## src/sv/lsss_pkg.sv

```systemverilog
// Shared constants, codes and types of the light show segment sequencer.
package lsss_pkg;

  localparam int MAX_SEGMENTS = 16;
  localparam int SEG_W        = $clog2(MAX_SEGMENTS);
  localparam int CNT_W        = SEG_W + 1;
  localparam int SEGS_W       = 5;
  localparam int SEC_W        = 16;
  localparam int T_W          = 16;
  localparam int F_W          = 8;
  localparam int MS_W         = 32;
  localparam int MSK_W        = 10;
  localparam int LIM_W        = SEC_W + MSK_W;
  localparam int PROD_W       = F_W + T_W;
  localparam int OP_W         = 3;
  localparam int PH_W         = 2;
  localparam int CFG_W        = 16;
  localparam int CFG_IDX_W    = 2;
  localparam int DIV_STEPS    = F_W;
  localparam int DIV_CNT_W    = $clog2(DIV_STEPS);
  localparam int IN_DATA_W    = 56;
  localparam int OUT_DATA_W   = 24;

  localparam logic [MSK_W-1:0] MS_PER_SEC = MSK_W'(1000);

  localparam logic [OP_W-1:0] OP_TICK  = 3'd0;
  localparam logic [OP_W-1:0] OP_START = 3'd1;
  localparam logic [OP_W-1:0] OP_STOP  = 3'd2;
  localparam logic [OP_W-1:0] OP_TRIG  = 3'd3;
  localparam logic [OP_W-1:0] OP_LOAD  = 3'd4;

  localparam logic [PH_W-1:0] PH_NONE     = 2'd0;
  localparam logic [PH_W-1:0] PH_FADE_OUT = 2'd1;
  localparam logic [PH_W-1:0] PH_ACTIVE   = 2'd2;
  localparam logic [PH_W-1:0] PH_FADE_IN  = 2'd3;

  localparam logic [CFG_IDX_W-1:0] REG_TRANSITION = 2'd0;
  localparam logic [CFG_IDX_W-1:0] REG_FULL       = 2'd1;
  localparam logic [CFG_IDX_W-1:0] REG_SEGMENTS   = 2'd2;

  localparam logic [T_W-1:0]    TRANSITION_RST = 16'd500;
  localparam logic [F_W-1:0]    FULL_RST       = 8'd255;
  localparam logic [SEGS_W-1:0] SEGMENTS_RST   = 5'd0;
  localparam logic [F_W-1:0]    LEVEL_RST      = 8'd255;

  typedef enum logic [2:0] {
    S_IDLE,
    S_LOOK,
    S_EXEC,
    S_MUL,
    S_DIV,
    S_EMIT
  } state_t;

  typedef struct packed {
    logic take;
    logic look;
    logic exec;
    logic mul;
    logic div_step;
    logic div_last;
    logic emit;
  } cmd_t;

  typedef struct packed {
    logic need_div;
    logic out_free;
  } sts_t;

  typedef struct packed {
    logic i_stop;
    logic i_start;
    logic s_stop;
    logic s_start;
    logic r_int;
    logic r_main;
  } flags_t;

endpackage

```

## src/sv/lsss_ctrl.sv

```systemverilog
// Control state machine of the segment sequencer: sequences lookup, update, fade divide, emit.
module lsss_ctrl
  import lsss_pkg::*;
(
  input  logic clk,
  input  logic rst_n,
  input  logic in_tvalid,
  output logic in_tready,
  input  sts_t sts,
  output cmd_t cmd
);

  state_t               state_r, state_nxt;
  logic [DIV_CNT_W-1:0] div_cnt_r, div_cnt_nxt;

  always_ff @(posedge clk) begin
    if (!rst_n) begin
      state_r   <= S_IDLE;
      div_cnt_r <= '0;
    end else begin
      state_r   <= state_nxt;
      div_cnt_r <= div_cnt_nxt;
    end
  end

  always_comb begin
    state_nxt   = state_r;
    div_cnt_nxt = div_cnt_r;
    in_tready   = 1'b0;
    cmd         = '0;
    case (state_r)
      S_IDLE: begin
        in_tready = 1'b1;
        if (in_tvalid) begin
          cmd.take  = 1'b1;
          state_nxt = S_LOOK;
        end
      end
      S_LOOK: begin
        cmd.look  = 1'b1;
        state_nxt = S_EXEC;
      end
      S_EXEC: begin
        cmd.exec  = 1'b1;
        state_nxt = sts.need_div ? S_MUL : S_EMIT;
      end
      S_MUL: begin
        cmd.mul     = 1'b1;
        div_cnt_nxt = '0;
        state_nxt   = S_DIV;
      end
      S_DIV: begin
        cmd.div_step = 1'b1;
        if (div_cnt_r == DIV_CNT_W'(DIV_STEPS - 1)) begin
          cmd.div_last = 1'b1;
          state_nxt    = S_EMIT;
        end else begin
          div_cnt_nxt = div_cnt_r + 1'b1;
        end
      end
      S_EMIT: begin
        if (sts.out_free) begin
          cmd.emit  = 1'b1;
          state_nxt = S_IDLE;
        end
      end
      default: begin
        state_nxt = S_IDLE;
      end
    endcase
  end

endmodule

```

## src/sv/lsss_dp.sv

```systemverilog
// Datapath of the segment sequencer: settings, sequence state, duration table, fade divider, result register.
module lsss_dp
  import lsss_pkg::*;
(
  input  logic                   clk,
  input  logic                   rst_n,
  input  cmd_t                   cmd,
  output sts_t                   sts,
  input  logic [OP_W-1:0]        in_operation,
  input  logic                   in_flash_interrupt,
  input  logic [MS_W-1:0]        in_interrupt_ms,
  input  logic                   in_flash_complete,
  input  logic [SEG_W-1:0]       in_slot,
  input  logic [SEC_W-1:0]       in_seconds,
  input  logic                   cfg_we,
  input  logic [CFG_IDX_W-1:0]   cfg_index,
  input  logic [CFG_W-1:0]       cfg_wdata,
  output logic                   out_tvalid,
  input  logic                   out_tready,
  output logic [OUT_DATA_W-1:0]  out_tdata
);

  // settings
  logic [T_W-1:0]    trans_r;
  logic [F_W-1:0]    full_r;
  logic [SEGS_W-1:0] segs_r;

  // sequence state
  logic              run_r, run_nxt;
  logic [SEG_W-1:0]  cur_r, cur_nxt;
  logic [MS_W-1:0]   seg_el_r, seg_el_nxt;
  logic [PH_W-1:0]   phase_r, phase_nxt;
  logic [T_W-1:0]    fade_r, fade_nxt;
  logic [MS_W-1:0]   int_el_r, int_el_nxt;
  logic [MS_W-1:0]   int_lim_r, int_lim_nxt;
  logic              is_flash_r, is_flash_nxt;
  logic [F_W-1:0]    level_r, level_nxt;
  logic [MAX_SEGMENTS-1:0] loaded_r;
  logic [SEC_W-1:0]  seg_sec_r [MAX_SEGMENTS];

  // held beat
  logic [OP_W-1:0]   op_r;
  logic              flash_in_r;
  logic [MS_W-1:0]   int_ms_r;
  logic              flash_done_r;
  logic [SEG_W-1:0]  slot_r;
  logic [SEC_W-1:0]  secs_r;

  // work registers
  logic [LIM_W-1:0]  lim_r;
  flags_t            flags_r, flags_nxt;
  logic              need_div;
  logic [T_W-1:0]    opnd_r, opnd_nxt;
  logic [T_W-1:0]    rem_r;
  logic [F_W-1:0]    lo_r;
  logic [F_W-1:0]    quo_r;
  logic              out_tvalid_r;
  logic [OUT_DATA_W-1:0] out_tdata_r;

  logic [CNT_W-1:0]  seg_cnt;
  logic [CNT_W-1:0]  inc_idx;
  logic [SEG_W-1:0]  nxt_idx;
  logic              cur_valid;
  logic              nxt_valid;
  logic [LIM_W-1:0]  lim_calc;
  logic [PROD_W-1:0] prod;
  logic [T_W:0]      trial;
  logic [T_W:0]      trial_diff;
  logic              trial_ge;
  logic [F_W-1:0]    quo_nxt;

  assign seg_cnt   = (segs_r > SEGS_W'(MAX_SEGMENTS)) ? CNT_W'(MAX_SEGMENTS) : CNT_W'(segs_r);
  assign cur_valid = ({1'b0, cur_r} < seg_cnt) && loaded_r[cur_r];
  assign inc_idx   = {1'b0, cur_r} + 1'b1;
  assign nxt_idx   = (inc_idx >= seg_cnt) ? '0 : inc_idx[SEG_W-1:0];
  assign nxt_valid = ({1'b0, nxt_idx} < seg_cnt) && loaded_r[nxt_idx];

  assign lim_calc   = {{MSK_W{1'b0}}, seg_sec_r[cur_r]} * {{SEC_W{1'b0}}, MS_PER_SEC};
  assign prod       = {{T_W{1'b0}}, full_r} * {{F_W{1'b0}}, opnd_r};
  assign trial      = {rem_r, lo_r[F_W-1]};
  assign trial_diff = trial - {1'b0, trans_r};
  assign trial_ge   = (trial >= {1'b0, trans_r});
  assign quo_nxt    = {quo_r[F_W-2:0], trial_ge};

  always_comb begin
    run_nxt      = run_r;
    cur_nxt      = cur_r;
    seg_el_nxt   = seg_el_r;
    phase_nxt    = phase_r;
    fade_nxt     = fade_r;
    int_el_nxt   = int_el_r;
    int_lim_nxt  = int_lim_r;
    is_flash_nxt = is_flash_r;
    level_nxt    = level_r;
    flags_nxt    = '0;
    need_div     = 1'b0;
    opnd_nxt     = opnd_r;
    case (op_r)
      OP_TICK: begin
        if (run_r) begin
          if (phase_r inside {PH_FADE_OUT, PH_FADE_IN}) begin
            fade_nxt = (fade_r == '1) ? fade_r : fade_r + 1'b1;
          end else if (phase_r == PH_ACTIVE && !is_flash_r) begin
            int_el_nxt = (int_el_r == '1) ? int_el_r : int_el_r + 1'b1;
          end else if (phase_r == PH_NONE && cur_valid) begin
            seg_el_nxt = (seg_el_r == '1) ? seg_el_r : seg_el_r + 1'b1;
          end

          if (phase_r == PH_FADE_OUT) begin
            if (fade_nxt >= trans_r) begin
              phase_nxt         = PH_ACTIVE;
              int_el_nxt        = '0;
              flags_nxt.i_start = 1'b1;
              level_nxt         = full_r;
            end else begin
              need_div = 1'b1;
              opnd_nxt = trans_r - fade_nxt;
            end
          end else if (phase_r == PH_FADE_IN) begin
            if (fade_nxt >= trans_r) begin
              phase_nxt        = PH_NONE;
              flags_nxt.i_stop = 1'b1;
              level_nxt        = full_r;
            end else begin
              need_div = 1'b1;
              opnd_nxt = fade_nxt;
            end
          end

          if (phase_nxt == PH_ACTIVE) begin
            flags_nxt.r_int = 1'b1;
            if (is_flash_r) begin
              flags_nxt.r_main = 1'b1;
              if (flash_done_r) begin
                phase_nxt = PH_NONE;
              end
            end else if (int_el_nxt >= int_lim_r) begin
              phase_nxt = PH_FADE_IN;
              fade_nxt  = '0;
            end
          end else if (phase_nxt == PH_NONE && cur_valid) begin
            flags_nxt.r_main = 1'b1;
            if (seg_el_nxt >= {{(MS_W - LIM_W){1'b0}}, lim_r}) begin
              flags_nxt.s_stop  = 1'b1;
              cur_nxt           = nxt_idx;
              seg_el_nxt        = '0;
              flags_nxt.s_start = nxt_valid;
            end
          end
        end
      end
      OP_START: begin
        if (seg_cnt != '0 && loaded_r[0]) begin
          cur_nxt           = '0;
          seg_el_nxt        = '0;
          run_nxt           = 1'b1;
          flags_nxt.s_start = 1'b1;
        end
      end
      OP_STOP: begin
        flags_nxt.s_stop = run_r && cur_valid;
        run_nxt          = 1'b0;
      end
      OP_TRIG: begin
        if (phase_r == PH_NONE) begin
          is_flash_nxt = flash_in_r;
          if (flash_in_r) begin
            phase_nxt         = PH_ACTIVE;
            int_el_nxt        = '0;
            flags_nxt.i_start = 1'b1;
          end else begin
            phase_nxt   = PH_FADE_OUT;
            fade_nxt    = '0;
            int_lim_nxt = int_ms_r;
          end
        end
      end
      default: begin
      end
    endcase
  end

  always_ff @(posedge clk) begin
    if (!rst_n) begin
      trans_r    <= TRANSITION_RST;
      full_r     <= FULL_RST;
      segs_r     <= SEGMENTS_RST;
      run_r      <= 1'b0;
      cur_r      <= '0;
      seg_el_r   <= '0;
      phase_r    <= PH_NONE;
      fade_r     <= '0;
      int_el_r   <= '0;
      int_lim_r  <= '0;
      is_flash_r <= 1'b0;
      level_r    <= LEVEL_RST;
      loaded_r   <= '0;
      out_tvalid_r <= 1'b0;
    end else begin
      if (cfg_we) begin
        case (cfg_index)
          REG_TRANSITION: trans_r <= cfg_wdata[T_W-1:0];
          REG_FULL:       full_r  <= cfg_wdata[F_W-1:0];
          REG_SEGMENTS:   segs_r  <= cfg_wdata[SEGS_W-1:0];
          default: begin
          end
        endcase
      end
      if (cmd.exec) begin
        run_r      <= run_nxt;
        cur_r      <= cur_nxt;
        seg_el_r   <= seg_el_nxt;
        phase_r    <= phase_nxt;
        fade_r     <= fade_nxt;
        int_el_r   <= int_el_nxt;
        int_lim_r  <= int_lim_nxt;
        is_flash_r <= is_flash_nxt;
        level_r    <= level_nxt;
        if (op_r == OP_LOAD) begin
          loaded_r[slot_r] <= 1'b1;
        end
      end else if (cmd.div_last) begin
        level_r <= quo_nxt;
      end
      if (cmd.emit) begin
        out_tvalid_r <= 1'b1;
      end else if (out_tready) begin
        out_tvalid_r <= 1'b0;
      end
    end
  end

  always_ff @(posedge clk) begin
    if (cmd.take) begin
      op_r         <= in_operation;
      flash_in_r   <= in_flash_interrupt;
      int_ms_r     <= in_interrupt_ms;
      flash_done_r <= in_flash_complete;
      slot_r       <= in_slot;
      secs_r       <= in_seconds;
    end
    if (cmd.exec && op_r == OP_LOAD) begin
      seg_sec_r[slot_r] <= secs_r;
    end
    if (cmd.look) begin
      lim_r <= lim_calc;
    end
    if (cmd.exec) begin
      flags_r <= flags_nxt;
      opnd_r  <= opnd_nxt;
    end
    if (cmd.mul) begin
      rem_r <= prod[PROD_W-1:F_W];
      lo_r  <= prod[F_W-1:0];
      quo_r <= '0;
    end else if (cmd.div_step) begin
      rem_r <= trial_ge ? trial_diff[T_W-1:0] : trial[T_W-1:0];
      lo_r  <= {lo_r[F_W-2:0], 1'b0};
      quo_r <= quo_nxt;
    end
    if (cmd.emit) begin
      out_tdata_r <= {3'b000, flags_r, level_r, phase_r, cur_r, run_r};
    end
  end

  assign sts.need_div = need_div;
  assign sts.out_free = !out_tvalid_r || out_tready;
  assign out_tvalid   = out_tvalid_r;
  assign out_tdata    = out_tdata_r;

endmodule

```

## src/sv/light_show_segment_sequencer.sv

```systemverilog
// Top level of the light show segment sequencer.
// A result beat is registered after its input beat passes the lookup, update and emit states; a fade tick
// that ends mid-fade adds a multiply and 8 restoring divide steps for the brightness.
// One input beat is in work at a time, and emit waits while the previous result beat is not yet taken.
// Reset: synchronous on rst_n low; settings return to 500 ms, 255, 0 segments; no segment is loaded.
module light_show_segment_sequencer
  import lsss_pkg::*;
(
  input  logic                  clk,
  input  logic                  rst_n,
  input  logic                  in_tvalid,
  output logic                  in_tready,
  // flash_interrupt, interrupt_ms, flash_complete, slot, seconds, zero pad
  input  logic [IN_DATA_W-1:0]  in_tdata,
  // operation
  input  logic [OP_W-1:0]       in_tuser,
  output logic                  out_tvalid,
  input  logic                  out_tready,
  // running, segment_index, phase, brightness, render_main, render_interrupt,
  // segment_started, segment_stopped, interrupt_started, interrupt_stopped, zero pad
  output logic [OUT_DATA_W-1:0] out_tdata,
  input  logic                  cfg_we,
  input  logic [CFG_IDX_W-1:0]  cfg_index,
  input  logic [CFG_W-1:0]      cfg_wdata
);

  cmd_t cmd;
  sts_t sts;
  logic in_fire;

  assign in_fire = in_tvalid && in_tready;

  lsss_ctrl u_ctrl (
    .clk       (clk),
    .rst_n     (rst_n),
    .in_tvalid (in_tvalid),
    .in_tready (in_tready),
    .sts       (sts),
    .cmd       (cmd)
  );

  lsss_dp u_dp (
    .clk                (clk),
    .rst_n              (rst_n),
    .cmd                (cmd),
    .sts                (sts),
    .in_operation       (in_tuser),
    .in_flash_interrupt (in_tdata[0]),
    .in_interrupt_ms    (in_tdata[32:1]),
    .in_flash_complete  (in_tdata[33]),
    .in_slot            (in_tdata[37:34]),
    .in_seconds         (in_tdata[53:38]),
    .cfg_we             (cfg_we),
    .cfg_index          (cfg_index),
    .cfg_wdata          (cfg_wdata),
    .out_tvalid         (out_tvalid),
    .out_tready         (out_tready),
    .out_tdata          (out_tdata)
  );

  a_busy_after_take: assert property (@(posedge clk) disable iff (!rst_n)
    in_fire |=> !in_tready)
    else $error("input beat taken while previous beat in work");

  a_one_cmd: assert property (@(posedge clk) disable iff (!rst_n)
    $onehot0({cmd.take, cmd.look, cmd.exec, cmd.mul, cmd.div_step, cmd.emit}))
    else $error("more than one datapath command at once");

  a_emit_free: assert property (@(posedge clk) disable iff (!rst_n)
    cmd.emit |-> (!out_tvalid || out_tready))
    else $error("result beat overwritten before taken");

  a_last_in_div: assert property (@(posedge clk) disable iff (!rst_n)
    cmd.div_last |-> cmd.div_step)
    else $error("divide finish outside a divide step");

endmodule

```

## config.mk

```make
export PLATFORM = sky130hd
export DESIGN_NAME = light_show_segment_sequencer
export DESIGN_NICKNAME = d
export VERILOG_FILES = /design/src/sv/lsss_pkg.sv /design/src/sv/lsss_ctrl.sv /design/src/sv/lsss_dp.sv /design/src/sv/light_show_segment_sequencer.sv
export SDC_FILE = /design/constraint.sdc
export NUM_CORES = 1
export LEC_CHECK = 0
export BUFFER_PORTS_ARGS = -buffer_cell sky130_fd_sc_hd__buf_2
export CORE_UTILIZATION = 40
export DETAILED_ROUTE_END_ITERATION = 12
export PLACE_DENSITY = 0.57
export SLEW_MARGIN = 20
export SYNTH_ARGS = -nofsm -noshare
export SYNTH_HDL_FRONTEND = slang
export SYNTH_SLANG_ARGS = --single-unit
```

## constraint.sdc

```tcl
create_clock -name clk -period 16.86 [get_ports clk]
set_input_delay 3.372 -clock clk [delete_from_list [all_inputs] [get_ports clk]]
set_output_delay 3.372 -clock clk [all_outputs]
set_load 0.01 [all_outputs]
```

# Word-level counts from Yosys, hierarchy flattened

Memory sizes are Yosys's and may differ from the RTL's. A register that Yosys moved wholly into a read port is not among the register bits.
Cells that the tools add are included.
Widths: inputs -> output; s select.

Equality and inequality tests: 36
Multiply operators: 2
Add/sub/neg operators: 7
Bitwise operators: 5
Multiplexer cells: 124
Reduce and logical (&&, ||, !) cells: 44
Magnitude comparators: 12

Operators with widths:

| cell                  | number |
|---|---|
| $mux 32               | 21 |
| $mux 16               | 17 |
| $pmux 32 s2           | 2 |
| $mux 8                | 9 |
| $add 32x1->32 const B | 2 |
| $eq 32x32->1 const B  | 2 |
| $mux 2                | 17 |
| $ge 32x26->1          | 1 |
| $ge 32x32->1          | 1 |
| $mux 4                | 8 |
| $pmux 16 s2           | 1 |
| $sub 16x16->16        | 2 |
| $mux 1                | 31 |
| $mul 8x16->24         | 1 |
| $mul 16x7->23 const B | 1 |
| $ne 2x2->1 const B    | 9 |
| $pmux 3 s6            | 1 |
| $ge 17x16->1          | 1 |
| $add 16x1->16 const B | 1 |
| $eq 16x16->1 const B  | 1 |
| $ge 16x16->1          | 1 |
| $or 16x16->16         | 1 |
| $reduce_and 4->1      | 4 |
| $reduce_bool 2->1     | 8 |
| other kinds (35)      | 87 |

Memory bits (writable): 256
Output and inout port bits: 26
Memories kept: 1
Register bits after elaboration: 334
Word-level logic and storage cells: 265

Memories:

| memory         | words | width | rd ports | clocked after memory_dff | write ports | line          | text |
|---|---|---|---|---|---|---|---|
| u_dp.seg_sec_r | 16    | 16    | 1        | 1                        | 1           | lsss_dp.sv:39 | `logic [SEC_W-1:0] seg_sec_r [MAX_SEGMENTS];` |

# Depth between registers and ports, before layout

Depth in word-level cells: 19
Depth in mapped cells: 29
Depth with buffers taken out: 24

# Hierarchy

Synthesis repeated with hierarchy kept, for this count alone.

Cell total of the unflattened synthesis: 2903
Area, all modules: 33442.1 um2

By module, submodules not included:

| module    | sequential area each (um2) | area each (um2) | cells each | instances |
|---|---|---|---|---|
| lsss_dp   | 15805.2                    | 33073.0         | 2860       | 1 |
| lsss_ctrl | 120.1                      | 369.1           | 43         | 1 |

# Worst setup path after synthesis

No wires, ideal clock.

Path type: reg-to-reg
From: register with a tool-made name
To: register u_dp.lim_r[25] (data pin)
Path slack: 10108 ps
Stages on the path, launching flop included: 21
Period minus slack after synthesis: 6752 ps
Arrival time: 6492 ps
Required time: 16600 ps
Setup time: 260 ps
Cells stage by stage: dfxtp_1 > clkbuf_1 > buf_1 > mux4_2 > mux4_2 > fa_1 > inv_1 > fa_1 > inv_1 > fa_1 > fa_1 > ha_1 > clkbuf_1 > a21o_1 > a31o_2 > a21oi_1 > o21ai_0 > o41ai_1 > o2111ai_1 > a21oi_1 > xnor2_1

RTL lines:

| element              | line           | text |
|---|---|---|
| end signal, assigned | lsss_dp.sv:246 | `lim_r <= lim_calc;` |
| end, declared        | lsss_dp.sv:50  | `logic [LIM_W-1:0] lim_r;` |

==> run summary <==
Setup CP Type: reg2reg
Number of global-route vias before repair: 23500
CP startpoint kind: flop
Routed length per instance: 19.3 um
Largest net degree at the start of global routing: 65
DRT Pass-1 Iters: 6
P_leak: 0.0143 uW
Core area: 0.0824 sq mm
Most frequent CP cell: fa_1
Max Root-Sink Buffers: 3
Syn Std Cell Area: 0.0334 sq mm
Setup TNS: 0 ns
Hold Buf Count CTS: 0
Final net count: 3453
Die Wd: 291 um
Critical path fanouts, max: 35
Htree depth: 3
Pwr Density: 95.4 mW/mm^2
Max Clk Rate: 132 MHz
Share of cells above drive strength 1: 12.4%
Minimum clock period: 7.57 ns
Full die area: 0.0847 sq mm
Worst stage delay on the critical path: 0.75 ns
Post-route ant nets: 0
Setup Buffers After CTS: 0
Core Util, Final: 45.7%
Num CTS Buffers: 69
Total Routing Usage GR: 19.3%
Final wirelength: 80.3 mm
DRC: 0
Initial antenna violation count: 2
Count of input and output buffers: 102
Hold WC Path Type: reg2reg
CP cell instances: buf_4 -> mux4_2 -> mux4_2 -> fa_1 -> fa_1 -> fa_1 -> fa_1 -> ha_1 -> or3_1 -> a211o_1 -> a21oi_1 -> o21ai_0 -> o41ai_1 -> o2111ai_1 -> a21oi_1 -> xnor2_1
Fillers: 7434
Mapped Cells: 2934
First DRT Iteration DRCs: 1665
Syn avg cell area: 11.4 sq um
Cells after DPL: 4028
Cell chosen for the clock root: clkbuf_16
Distinct cells, synth: 78
Layout Cells excl Fill: 4151
Clk_skew: 0.0360 ns
FF-to-FF path depth: 16
RSZ-0062 raised after global routing: false
Async S/R FF share, synth: 0%
Synth top area share: 36.2%
CTS resizes: 0
Critical Path End Type: flop
Vias/cell: 5.46
Worst-path clk slew: 0.06 ns
First-pass GRT wire length: 129 mm
Detailed-placement wirelength estimate: 56.3 mm
Area Growth Syn to Fin: 12.6%
EDFF count, synth: 403
Ys Warns: 0
Top area cells in the synthesized netlist: edfxtp_1 36%, dfxtp_1 11%, fa_1 8.4%
Worst EP required: 17.21 ns
Top FF cell, synth: edfxtp_1
Worst ir drop on vdd: 0.0719 mV
Status: finished, final reports clean
RD Place Congestion: 0.887
Cell family with most CP delay: adder cells
Slew margin rel.: 28.4%
Register area share after synthesis: 47.7%
Clk sinks: 594
Yosys top cell by area: edfxtp_1
# IOs: 108
Clk_lat worst skew: 0.63 ns
Final worst-path cycle share: 44.9%
CTS tree: yes
Hold Fails Final Rpt: 0
WP depth: 16
Total grt overflow: 0
Starting Density: 40.6%
Final slew viol count: 0
CP bufs+invs: 1
Worst Max-Slew Pin Slew: 1.07 ns
Chip Height: 291 um
Hold depth: 0
Yosys reg bits: 594
Max Cap Viol: 0
# rows: 105
Crit path max-delay cell type: dfxtp_4
Design Power: 3590 uW
WP data arrival: 7.92 ns
Count of final setup violators: 0
Via Count: 22700
==> state kept, by name, summed over array words and instances, names as in the netlist, 16 cells and up, named ones only <==
register        count
u_dp.seg_sec_r    256
u_dp.int_el_r      32
u_dp.int_lim_r     32
u_dp.int_ms_r      32
u_dp.seg_el_r      32
u_dp.lim_r         23
u_dp.out_tdata     21
u_dp.fade_r        16
u_dp.loaded_r      16
u_dp.opnd_r        16
u_dp.rem_r         16
u_dp.secs_r        16
u_dp.trans_r       16
==> power breakdown <==
part / total [uW] / internal, uW / switching, uW
clock: 1550 / 928 / 621
combinational: 420 / 180 / 240
sequential: 1620 / 1590 / 32.7
==> logic make-up after synthesis <==
kind of cell    Yosys count  synth area share (%)
other cells               1                0.0112
flops                   594                  47.7
buf+inv                 344                  3.93
simple gates            942                  13.2
mux                     112                  6.71
xor+xnor                126                  3.30
compound gates          473                  9.26
fa+ha+maj               342                  16.0
==> cell usage after synthesis (39+ instances only) <==
cell / count
nand2_1: 344
a21o_1: 39
clkbuf_1: 99
nor2_1: 222
mux4_2: 89
inv_1: 224
a21oi_1: 155
and2_1: 67
nor3_1: 50
xnor2_1: 76
ha_1: 202
fa_1: 140
edfxtp_1: 403
o21ai_0: 81
dfxtp_1: 191
nand3_1: 67
xor2_1: 50
==> worst paths after layout <==
| path | startpoint | end | slack [ns] |
|---|---|---|---|
| worst max register to register | flop | u_dp.lim_r[25] | 9.29 |
| worst max-delay path | flop | u_dp.lim_r[25] | 9.29 |
| worst min-delay path | u_dp.flags_r[3] | u_dp.out_tdata[18] | 0.42 |
| worst min register to register | u_dp.flags_r[3] | u_dp.out_tdata[18] | 0.42 |
==> metal layers <==
metal  part of all wire (%)  GRT usage [%]  vias up  wire (um)
met3                    4.3           2.37      115       3460
li1                       -              -    10700          -
met1                     46           26.1    11300      36600
met4                    2.1           5.25        2       1650
met2                     48           32.5      550      38500
met5                  0.012              0        -         10
==> per-stage QoR <==
| step | setup slack (ns) | hold WS [ns] | instance area, sq um |
|---|---|---|---|
| 2_1_floorplan | 10.11 | 0.400 | 33400 |
| 3_3_place_gp | 9.28 | 0.406 | 35200 |
| 3_5_place_dp | 9.22 | 0.411 | 35200 |
| 4_1_cts | 9.19 | 0.427 | 37600 |
| 5_1_grt | 8.78 | 0.426 | 37600 |
| 6_report | 9.29 | 0.425 | 37600 |
==> cell usage in the layout (no fill, tap or decap), types with 15 or more instances in the layout <==
cell       synthesis  layout
mux2i_1           18      18
buf_2              2     102
edfxtp_1         403     403
o21a_1            19      19
or3_1             23      23
nor2_2             0      15
nor2_1           222     207
ha_1             202     202
clkbuf_16          0      73
nand4_1           37      37
xor2_1            50      50
xnor2_1           76      76
o21ai_0           81      81
buf_4              3      38
nor2b_1           18      18
inv_1            224     224
nand2b_1          23      23
a32o_1            15      15
o211ai_1          15      15
mux4_2            89      89
dfxtp_1          191     188
fa_1             140     140
nand2_1          344     344
nor3_1            50      46
and2_1            67      66
a21o_1            39      39
and3_1            37      37
a211oi_1          19      19
a21oi_1          155     153
nand3_1           67      66
==> area by class of cell <==
| type | count | area [sq um] | share of cell area, % |
|---|---|---|---|
| multi-input combinational | 1998 | 16300 | 43.3 |
| clock buffer | 90 | 1930 | 5.13 |
| clock inverter | 32 | 477 | 1.27 |
| inverter | 226 | 850 | 2.26 |
| tap | 1070 | 1340 | 3.56 |
| sequential | 594 | 15900 | 42.3 |
| timing repair buffer | 140 | 796 | 2.12 |
| antenna | 1 | 2.50 | 0.00665 |
(Power assumes the default switching activity.)
